`src/hdl/cmd_pkg.sv`:
```
`timescale 1ns / 1ps

package cmd_pkg;

    // field widths
    localparam int YEAR_W    = 14;
    localparam int MON_W     = 4;
    localparam int DAY_W     = 5;
    localparam int HOUR_W    = 5;
    localparam int MIN_W     = 6;
    localparam int ELAPSED_W = 18;
    // signed working width for minute counts, covers both signs of any span
    localparam int CALC_W    = 20;

    // minute constants
    localparam logic signed [CALC_W-1:0] MIN_PER_DAY  = CALC_W'(1440);
    localparam logic signed [CALC_W-1:0] MIN_PER_HOUR = CALC_W'(60);
    localparam logic signed [CALC_W-1:0] MIN_31_DAYS  = CALC_W'(44640);

    // month codes
    localparam logic [MON_W-1:0] MON_JAN = MON_W'(1);
    localparam logic [MON_W-1:0] MON_FEB = MON_W'(2);
    localparam logic [MON_W-1:0] MON_NOV = MON_W'(11);
    localparam logic [MON_W-1:0] MON_DEC = MON_W'(12);

    // reciprocal of 25: 5243 / 2^17, exact floor for 14-bit years
    localparam int          RECIP25_W     = 13;
    localparam int          RECIP25_SHIFT = 17;
    localparam logic [RECIP25_W-1:0] RECIP25 = RECIP25_W'(5243);

    typedef struct packed {
        logic [YEAR_W-1:0] year;
        logic [MON_W-1:0]  month;
        logic [DAY_W-1:0]  day;
        logic [HOUR_W-1:0] hour;
        logic [MIN_W-1:0]  minute;
    } t_stamp;

    typedef struct packed {
        logic [ELAPSED_W-1:0] elapsed_minutes;
        logic                 error;
    } t_result;

    // days in a month, zero for a code that is no month
    function automatic logic [DAY_W-1:0] month_len(input logic [MON_W-1:0] m,
                                                   input logic leap);
        logic [DAY_W-1:0] len;
        case (m) inside
            MON_FEB:                            len = leap ? DAY_W'(29) : DAY_W'(28);
            4'd1, 4'd3, 4'd5, 4'd7, 4'd8, 4'd10, 4'd12: len = DAY_W'(31);
            4'd4, 4'd6, 4'd9, 4'd11:            len = DAY_W'(30);
            default:                            len = '0;
        endcase
        return len;
    endfunction

    // gregorian leap rule: 100 | y <=> 4 | y and 25 | y; 400 | y <=> 16 | y and 25 | y
    function automatic logic is_leap(input logic [YEAR_W-1:0] y);
        logic [YEAR_W+RECIP25_W-1:0] prod;
        logic [YEAR_W-1:0]           quot;
        logic [YEAR_W-1:0]           back;
        logic                        div4;
        logic                        div16;
        logic                        div25;
        prod  = (YEAR_W+RECIP25_W)'(y) * (YEAR_W+RECIP25_W)'(RECIP25);
        quot  = YEAR_W'(prod >> RECIP25_SHIFT);
        back  = (quot << 4) + (quot << 3) + quot;
        div4  = (y[1:0] == 2'b00);
        div16 = (y[3:0] == 4'b0000);
        div25 = (back == y);
        return (div4 && !div25) || (div16 && div25);
    endfunction

endpackage

```
`src/hdl/cmd_calc.sv`:
```
`timescale 1ns / 1ps

module cmd_calc (
    input  cmd_pkg::t_stamp  i_s,
    input  cmd_pkg::t_stamp  i_e,
    output cmd_pkg::t_result o_res
);
    import cmd_pkg::*;

    logic                      leap;
    logic                      later;
    logic                      mon_ok;
    logic                      case_ok;
    logic                      ok;
    logic [MON_W-1:0]          gap;
    logic [YEAR_W:0]           year_next;
    logic signed [CALC_W-1:0]  len_s;
    logic signed [CALC_W-1:0]  len_n;
    logic signed [CALC_W-1:0]  s_d, s_h, s_m;
    logic signed [CALC_W-1:0]  e_d, e_h, e_m;
    logic signed [CALC_W-1:0]  to_end;
    logic signed [CALC_W-1:0]  from_s;
    logic signed [CALC_W-1:0]  from_e;
    logic signed [CALC_W-1:0]  total;

    // leap year and month lengths of the start month and the one after
    assign leap  = is_leap(i_s.year);
    assign len_s = $signed(CALC_W'(month_len(i_s.month, leap)));
    assign len_n = $signed(CALC_W'(month_len(i_s.month + MON_W'(1), leap)));

    // raw fields widened to the working width
    assign s_d = $signed(CALC_W'(i_s.day));
    assign s_h = $signed(CALC_W'(i_s.hour));
    assign s_m = $signed(CALC_W'(i_s.minute));
    assign e_d = $signed(CALC_W'(i_e.day));
    assign e_h = $signed(CALC_W'(i_e.hour));
    assign e_m = $signed(CALC_W'(i_e.minute));

    // minutes to the end of the start month and from the start of each month
    assign to_end = MIN_PER_DAY - (s_h * MIN_PER_HOUR + s_m) + (len_s - s_d) * MIN_PER_DAY;
    assign from_s = (s_d - CALC_W'(1)) * MIN_PER_DAY + s_h * MIN_PER_HOUR + s_m;
    assign from_e = (e_d - CALC_W'(1)) * MIN_PER_DAY + e_h * MIN_PER_HOUR + e_m;

    // order test over the whole timestamp as one unsigned word
    assign later  = (i_s > i_e);
    assign mon_ok = (i_s.month >= MON_JAN) && (i_s.month <= MON_DEC)
                 && (i_e.month >= MON_JAN) && (i_e.month <= MON_DEC);
    assign gap       = i_e.month - i_s.month;
    assign year_next = (YEAR_W+1)'(i_s.year) + (YEAR_W+1)'(1);

    // span cases
    always_comb begin
        case_ok = 1'b0;
        total   = '0;
        if (i_s.year != i_e.year) begin
            if (year_next == (YEAR_W+1)'(i_e.year)
                    && (i_s.month == MON_NOV || i_s.month == MON_DEC)
                    && (i_e.month == MON_JAN || i_e.month == MON_FEB)) begin
                total = ((i_s.month == MON_NOV) ? MIN_31_DAYS : '0) + to_end
                      + ((i_e.month == MON_FEB) ? MIN_31_DAYS : '0) + from_e;
                case_ok = 1'b1;
            end
        end else if (i_s.month != i_e.month) begin
            if (gap <= MON_W'(2)) begin
                total = to_end + from_e
                      + ((gap == MON_W'(2)) ? len_n * MIN_PER_DAY : '0);
                case_ok = 1'b1;
            end
        end else begin
            total   = from_e - from_s;
            case_ok = 1'b1;
        end
    end

    // result word, count forced to zero on error
    assign ok = !later && mon_ok && case_ok && !total[CALC_W-1];
    assign o_res.elapsed_minutes = ok ? total[ELAPSED_W-1:0] : '0;
    assign o_res.error           = !ok;

endmodule

```
`src/hdl/calendar_minute_difference_core.sv`:
```
`timescale 1ns / 1ps

// channel  | handshake              | payload
// ---------+------------------------+---------------------------------------------
// command  | start, busy            | i_start_* and i_end_* (year .. minute)
// result   | o_done (one cycle)     | o_elapsed_minutes, o_error
//
// one word is taken every cycle; busy is never raised
// the word passes the input register, then month table, leap test and constant
// multiplies into the result register, and o_done rises as the result is written
// synchronous active-low reset clears both valid flags
// the receiver cannot stall, so no result is ever held back

module calendar_minute_difference_core (
    input  logic                            i_clk,
    input  logic                            i_rst_n,
    input  logic                            start,
    output logic                            busy,
    input  logic [cmd_pkg::YEAR_W-1:0]      i_start_year,
    input  logic [cmd_pkg::MON_W-1:0]       i_start_month,
    input  logic [cmd_pkg::DAY_W-1:0]       i_start_day,
    input  logic [cmd_pkg::HOUR_W-1:0]      i_start_hour,
    input  logic [cmd_pkg::MIN_W-1:0]       i_start_minute,
    input  logic [cmd_pkg::YEAR_W-1:0]      i_end_year,
    input  logic [cmd_pkg::MON_W-1:0]       i_end_month,
    input  logic [cmd_pkg::DAY_W-1:0]       i_end_day,
    input  logic [cmd_pkg::HOUR_W-1:0]      i_end_hour,
    input  logic [cmd_pkg::MIN_W-1:0]       i_end_minute,
    output logic                            o_done,
    output logic [cmd_pkg::ELAPSED_W-1:0]   o_elapsed_minutes,
    output logic                            o_error
);
    import cmd_pkg::*;

    logic    r_in_vld;
    t_stamp  r_s;
    t_stamp  r_e;
    logic    r_out_vld;
    t_result r_res;
    t_result n_res;
    logic    accept;

    assign busy   = 1'b0;
    assign accept = start && !busy;

    // input register
    always_ff @(posedge i_clk) begin
        if (!i_rst_n) begin
            r_in_vld <= 1'b0;
        end else begin
            r_in_vld <= accept;
        end
        if (accept) begin
            r_s <= '{i_start_year, i_start_month, i_start_day, i_start_hour, i_start_minute};
            r_e <= '{i_end_year, i_end_month, i_end_day, i_end_hour, i_end_minute};
        end
    end

    // minute arithmetic
    cmd_calc u_calc (
        .i_s   (r_s),
        .i_e   (r_e),
        .o_res (n_res)
    );

    // result register
    always_ff @(posedge i_clk) begin
        if (!i_rst_n) begin
            r_out_vld <= 1'b0;
        end else begin
            r_out_vld <= r_in_vld;
        end
        if (r_in_vld) begin
            r_res <= n_res;
        end
    end

    assign o_done            = r_out_vld;
    assign o_elapsed_minutes = r_res.elapsed_minutes;
    assign o_error           = r_res.error;

endmodule

```
`config.mk`:
```
export PLATFORM = sky130hd
export DESIGN_NAME = calendar_minute_difference_core
export DESIGN_NICKNAME = d
export VERILOG_FILES = /design/src/hdl/cmd_pkg.sv /design/src/hdl/cmd_calc.sv /design/src/hdl/calendar_minute_difference_core.sv
export SDC_FILE = /design/constraint.sdc
export NUM_CORES = 1
export LEC_CHECK = 0
export BUFFER_PORTS_ARGS = -buffer_cell sky130_fd_sc_hd__buf_2
export CAP_MARGIN = 20
export CORE_MARGIN = 3
export CORE_UTILIZATION = 48
export DETAILED_ROUTE_END_ITERATION = 7
export PLACE_DENSITY = 0.65
export SLEW_MARGIN = 20
export SYNTH_ARGS = -nofsm -noshare
export SYNTH_HDL_FRONTEND = slang
export SYNTH_SLANG_ARGS = --single-unit
```
`constraint.sdc`:
```
create_clock -name i_clk -period 18.2 [get_ports i_clk]
set_clock_uncertainty 0.2 [all_clocks]
set_input_delay 0.91 -clock i_clk [delete_from_list [all_inputs] [get_ports i_clk]]
set_output_delay 0.91 -clock i_clk [all_outputs]
set_load 0.01 [all_outputs]
```
Yosys cells after proc, flatten, opt, wreduce, memory -nomap -nowiden:

Index checks and enable logic that the tools add are counted.

* $add $sub $neg: 21
* multiply operators: 7
* order comparisons: 6
* equality and inequality tests: 31
* multiplexer cells: 18
* reduce and logical (&&, ||, !) cells: 23

Operators with widths (count)
* adder 20 bit: 8
* 2-to-1 mux 20 bit: 5
* adder 20 x 7 -> 20 bit: 3
* multiplier 20 x 7 -> 15 bit, second input constant: 3
* equality test 4 bit, second input constant: 10
* greater-than comparator 34 bit: 1
* equality test 4 x 3 -> 1 bit, second input constant: 8
* 2-to-1 mux 16 bit: 2
* 2-to-1 mux 5 bit: 6
* multiplier 14 x 13 -> 27 bit, second input constant: 1
* equality test 4 x 2 -> 1 bit, second input constant: 6
* subtractor 12 x 20 -> 20 bit, first input constant: 1
* subtractor 20 bit: 1
* multiplier 5 x 4 -> 9 bit, second input constant: 2
* adder 14 x 1 -> 15 bit, second input constant: 1
* equality test 15 x 14 -> 1 bit: 1
* adder 14 x 10 -> 14 bit: 1
* adder 14 x 13 -> 14 bit: 1
* equality test 14 bit: 1
* != test 14 bit: 1
* OR reduction 7 bit: 2
* equality test 4 x 1 -> 1 bit, second input constant: 3
* subtractor 5 x 1 -> 6 bit, second input constant: 2
* multiplier 5 x 6 -> 11 bit, second input constant: 1
* other kinds (14): 35

* register bits after elaboration: 89
* logic and storage cells: 120

Longest topological paths before layout:

* depth in word-level cells: 20
* depth in mapped cells: 68

Cells and area by module:

Synthesis repeated with hierarchy kept, for this count alone.

* cell total of the unflattened synthesis: 1818
* area total of the unflattened synthesis: 17289.1 µm²

Modules (own cells, without submodules)
* cmd_calc: instances 1, cells an instance 1725, area an instance 14612.8 µm², seq. area each 0.0 µm²
* calendar_minute_difference_core: instances 1, cells an instance 93, area an instance 2676.3 µm², seq. area each 2652.5 µm²

Worst setup path before layout:

No wires, ideal clock.

* path type: reg-to-reg
* start: register r_s[31] (netlist bit)
* end: register r_res, in the netlist o_elapsed_minutes[10] (data pin)
* setup time: 0.282 ns
* data arrival time: 15.230 ns
* path slack: 2.488 ns
* stages on the path, launching flop included: 64
* path buffers: 2
* clock period less this slack: 15.712 ns
* path through: edfxtp_1 inv_1 fa_1 inv_1 ha_1 inv_1 fa_1 inv_1 fa_1 inv_1 fa_1 inv_1 ha_1 nand3_1 o31ai_2 a31oi_1 a21oi_1 a21oi_1 [28 not listed] ha_1 clkbuf_1 a21oi_1 a21oi_1 or3_1 a21oi_1 xor2_1 fa_1 inv_1 ha_1 or2_2 a21oi_1 a31oi_1 a31oi_1 xnor3_1 o221ai_4 buf_6 a211oi_2

* longest elaborated chain between the ends: 19
* elaborated cells on any way between the ends: 38

RTL lines
* start, declared: RTL line calendar_minute_difference_core.sv:36 `t_stamp r_s;`
* start signal, assigned: RTL line calendar_minute_difference_core.sv:54 `r_s <= '{i_start_year, i_start_month, i_start_day, i_start_hour, i_start_minute};`
* multiplier 14 x 13 -> 27 bit: RTL line cmd_pkg.sv:65 `prod = (YEAR_W+RECIP25_W)'(y) * (YEAR_W+RECIP25_W)'(RECIP25);`
* adder 14 x 13 -> 14 bit: RTL line cmd_pkg.sv:67 `back = (quot << 4) + (quot << 3) + quot;`
* adder 14 x 10 -> 14 bit: RTL line cmd_pkg.sv:67
* equality test 14 bit: RTL line cmd_pkg.sv:70 `div25 = (back == y);`
* zero test 1 bit: RTL line cmd_pkg.sv:71 `return (div4 && !div25) || (div16 && div25);`
* logical AND 1 bit: RTL line cmd_pkg.sv:71
* logical OR 1 bit: RTL line cmd_pkg.sv:71
* 2-to-1 mux 1 bit: RTL line cmd_pkg.sv:49 `MON_FEB: len = leap ? DAY_W'(29) : DAY_W'(28);`
* [3 not listed]
* adder 20 bit: RTL line cmd_calc.sv:40 `assign to_end = MIN_PER_DAY - (s_h * MIN_PER_HOUR + s_m) + (len_s - s_d) * MIN_PER_DAY;`
* adder 20 bit (on tied branches): RTL line cmd_calc.sv:59, cmd_calc.sv:65
* adder 20 bit (on tied branches): RTL line cmd_calc.sv:60, cmd_calc.sv:66
* adder 20 bit / 2-to-1 mux 20 bit (equally long branches): RTL line cmd_calc.sv:60, cmd_calc.sv:64
* 2-to-1 mux 20 bit (on tied branches): RTL line cmd_calc.sv:56, cmd_calc.sv:63
* 2-to-1 mux 20 bit: RTL line cmd_calc.sv:55 `if (i_s.year != i_e.year) begin`
* zero test 1 bit: RTL line cmd_calc.sv:76 `assign ok = !later && mon_ok && case_ok && !total[CALC_W-1];`
* logical AND 1 bit: RTL line cmd_calc.sv:76
* end signal, assigned: RTL line calendar_minute_difference_core.sv:74 `r_res <= n_res;`
* end, declared: RTL line calendar_minute_difference_core.sv:39 `t_result r_res;`

Several ways; a longest one is shown, not always the timed one.
A chain may end at the register's enable or synchronous reset.

Worst setup path after layout:

* start: register r_s[33] (netlist bit)
* end: register r_res, in the netlist o_elapsed_minutes[14] (data pin)

The elaborated chain is that of the path after synthesis.

==> results.toml <==
[floorplanning]
fp.dieH_um = 197.4
coreArea_sq_um = 35830
start_util_pct = 49.07
io_pins = 92
dieArea_sq_um = 38960
dieWidth_um = 197.4
num_rows = 69

[timing]
rsz0062_at_grt = "false"
finalHoldViolCount = 0
fmax_ghz = 0.05835
period_share_pct = 94.17
worstMarginPinSlew_ps = 1023
setup_tns_ps = 0
final-setup-viol-count = 0
period_needed_ps = 17140
drv_slew = 0
slew_headroom_pct = 31.29

[route]
firstDrtPassIters = 5
viasPerCell = 5.478
drc = 0
routed-via-count = 13280
antenna_left = 0
routedWlPerCell_um = 17.37
wl_um = 42100
drt_iter0_drc = 920

[layout]
fillers = 3198
multi_input_area_sq_um = 13350
area_growth_syn_to_layout_pct = 8.206
final_area_sq_um = 19020
seqCellArea_sq_um = 2653
nNetsFinal = 2571
num_antenna_cells = 0
drive_above_1_share_pct = 8.253

[synth]
muxShareOfSynthArea_pct = 0.2918
synth_top_family_by_area = "adder cells"
ys_types = 83
synth_top_cell_by_area = "ha_1"
ys_top_cells_by_area = "ha_1, fa_1, edfxtp_1, inv_1, xnor2_1"
synth_fa_ha_area_share_pct = 45.28
ys_seq_area_share_pct = 15.09
yosys_warnings = 0
synth_compound_area_share_pct = 13.05
syn_area_sq_um = 17580
synthXorXnorAreaFrac_pct = 8.591
synth.top_cell.area_share_pct = 27.40
async_flop_share_pct = 0
synth_edf_count = 87
synth.avg_cell_area_sq_um = 9.497
synthCells = 1851
synth_simple_gate_area_share_pct = 8.626
ys.flop_type = "edfxtp_1"
synth_seq_cells = 89

[setup_path]
crit_type = "flip-flop to flip-flop"
cp-end-kind = "flip-flop"
critPathArrivalTime_ps = 17100
critPathLaunch = "r_s[33]$_DFFE_PP_"
crit_path_max_incr_delay_ps = 680
reg2reg_depth = 61
crit-reg2reg-launch = "r_s[33]$_DFFE_PP_"
cp_slowest_cell = "fa_1"
cp.required_ps = 18160
startpoint_type = "flip-flop"
ff2ff_setup_slack_ps = 1060
cpMostUsedCell = "inv_1"
worstSetupEndpoint = "o_elapsed_minutes[14]$_SDFFCE_PN0P_"
r2r_end = "o_elapsed_minutes[14]$_SDFFCE_PN0P_"
crit_fanout = 18

[global_routing]
grt_max_degree = 63
grt-ovfl-total = 0
track_usage_pct = 22.38
grt_pass1_vias = 13370
grt_pass1_wl_um = 69150
grt_antenna_before_repair = 0

[clock_tree]
h-tree-depth = 3
cts_buffers = 9
cts_max_path_buffers = 2
clock_latency_ps = 370
clockRootBuffer = "clkbuf_16"
path_clk_slew_ps = 80
cts_tree = "done"
cts_hold_buf = 0
cts.sinks = 89

[worst_hold_path]
hp-class = "input port to flip-flop"

[run]
max_cap_viol_count = 0

[placement]
place_congestion = 0.9023
portBuffers = 90
hpwl_um = 36800
place_area_sq_um = 18580

[status]
run_status = "completed"
[worst max-delay path: cells and delay by family, from the launching register on]
family                     cells  cell delay (ps)
AOI/OAI and AO/OA             21             4920
xor gates and xnor gates       4              900
adders and majority gates     19             7760
buffers and inverters         12             1100
DFF                            1              620
muxes                          1              150
and+or+nand+nor                4             1260
[repair_timing]
action,4_1_cts,5_1_grt
setup buffers,0,14
resized for setup,0,1
endpoints found under the hold margin,0,0
setup endpoints to repair,0,19
[cells by family (layout without fill, tap and decap cells)]
group	count (synthesis)	after routing
AOI/OAI and AO/OA	333	333
xor gates and xnor gates	163	163
adders and majority gates	542	542
buffers and inverters	419	530
DFF	89	89
muxes	5	5
other	1	2
and+or+nand+nor	299	299
[per-layer routing]
layer  part of all wire, %  GRT usage (%)  vias to the layer above
met3                   6.3          3.172                       27
met1                    49          33.85                     6423
li1                      -              -                     6493
met5                     0              0                        -
met2                    44          35.04                      335
met4                  0.99          3.062                        0
[metrics by stage]
step           hold WS (ps)  instances  setup slack (ps)  utilization [%]
3_3_place_gp          653.5       2394              1161            51.86
6_report              512.1       2424              1061            53.09
5_1_grt               500.4       2424             41.77            53.09
3_5_place_dp          687.6       2394             740.4            51.86
2_1_floorplan         536.4       1852              2488                -
4_1_cts               498.3       2410             677.0            52.70
[area by class of cell]
type / instances / area share [%]
timing repair buffer: 110 / 3.289
clock buffer: 10 / 1.204
clock inverter: 6 / 0.3749
tap: 461 / 3.032
sequential: 89 / 13.94
multi-input combinational: 1344 / 70.18
inverter: 404 / 7.972
[synth_stat cells (all sizes together), types with 6 or more instances]
cell type    n
o21bai      15
or2         11
nand2b      20
fa         157
or3         13
o21a        11
a21oi      103
edfxtp      87
a222oi       8
nor2b       12
o211ai       8
nor3        28
and3         6
nor4         9
ha         385
a22oi        8
a21o        33
a31oi       11
xor2        53
o22ai        6
and2         7
a221oi       7
nand2       61
nand4       18
xnor2      106
o21ai       55
nor2        71
inv        404
a211oi      23
nand3       26
clkbuf      12
[placed cells by master (no fill, tap or decap), types with 20 or more instances in the layout]
cell      count
a21o_1       33
a21oi_1     103
buf_2        90
edfxtp_1     87
fa_1        157
ha_1        385
inv_1       404
nand2_1      61
nand2b_1     20
nand3_1      26
nor2_1       71
nor3_1       27
o21ai_0      52
xnor2_1     105
xor2_1       52
[how the worst min path moves through the flow]
stage | start | endpoint | slack [ps] | depth (start not counted)
3_5_place_dp | r_in_vld$_SDFF_PN0_ | o_elapsed_minutes[0]$_SDFFCE_PN0P_ | 690 | 0
2_1_floorplan | r_in_vld$_SDFF_PN0_ | o_elapsed_minutes[0]$_SDFFCE_PN0P_ | 540 | 0
3_3_place_gp | r_in_vld$_SDFF_PN0_ | o_elapsed_minutes[6]$_SDFFCE_PN0P_ | 650 | 0
4_1_cts | i_end_year[13] | r_e[33]$_DFFE_PP_ | 500 | 1
5_1_grt | i_end_year[13] | r_e[33]$_DFFE_PP_ | 500 | 1
6_report | i_start_year[13] | r_s[33]$_DFFE_PP_ | 510 | 1
[state kept, by name, summed over array words and instances (netlist names)]
name and count:
r_s 34, o_elapsed_minutes 18, o_done 1, r_e 34
o_error 1, r_in_vld 1
Power is left out: the tool's default activity adds up to more than one toggle a clock period on the data nets, which glitch-free logic cannot reach.
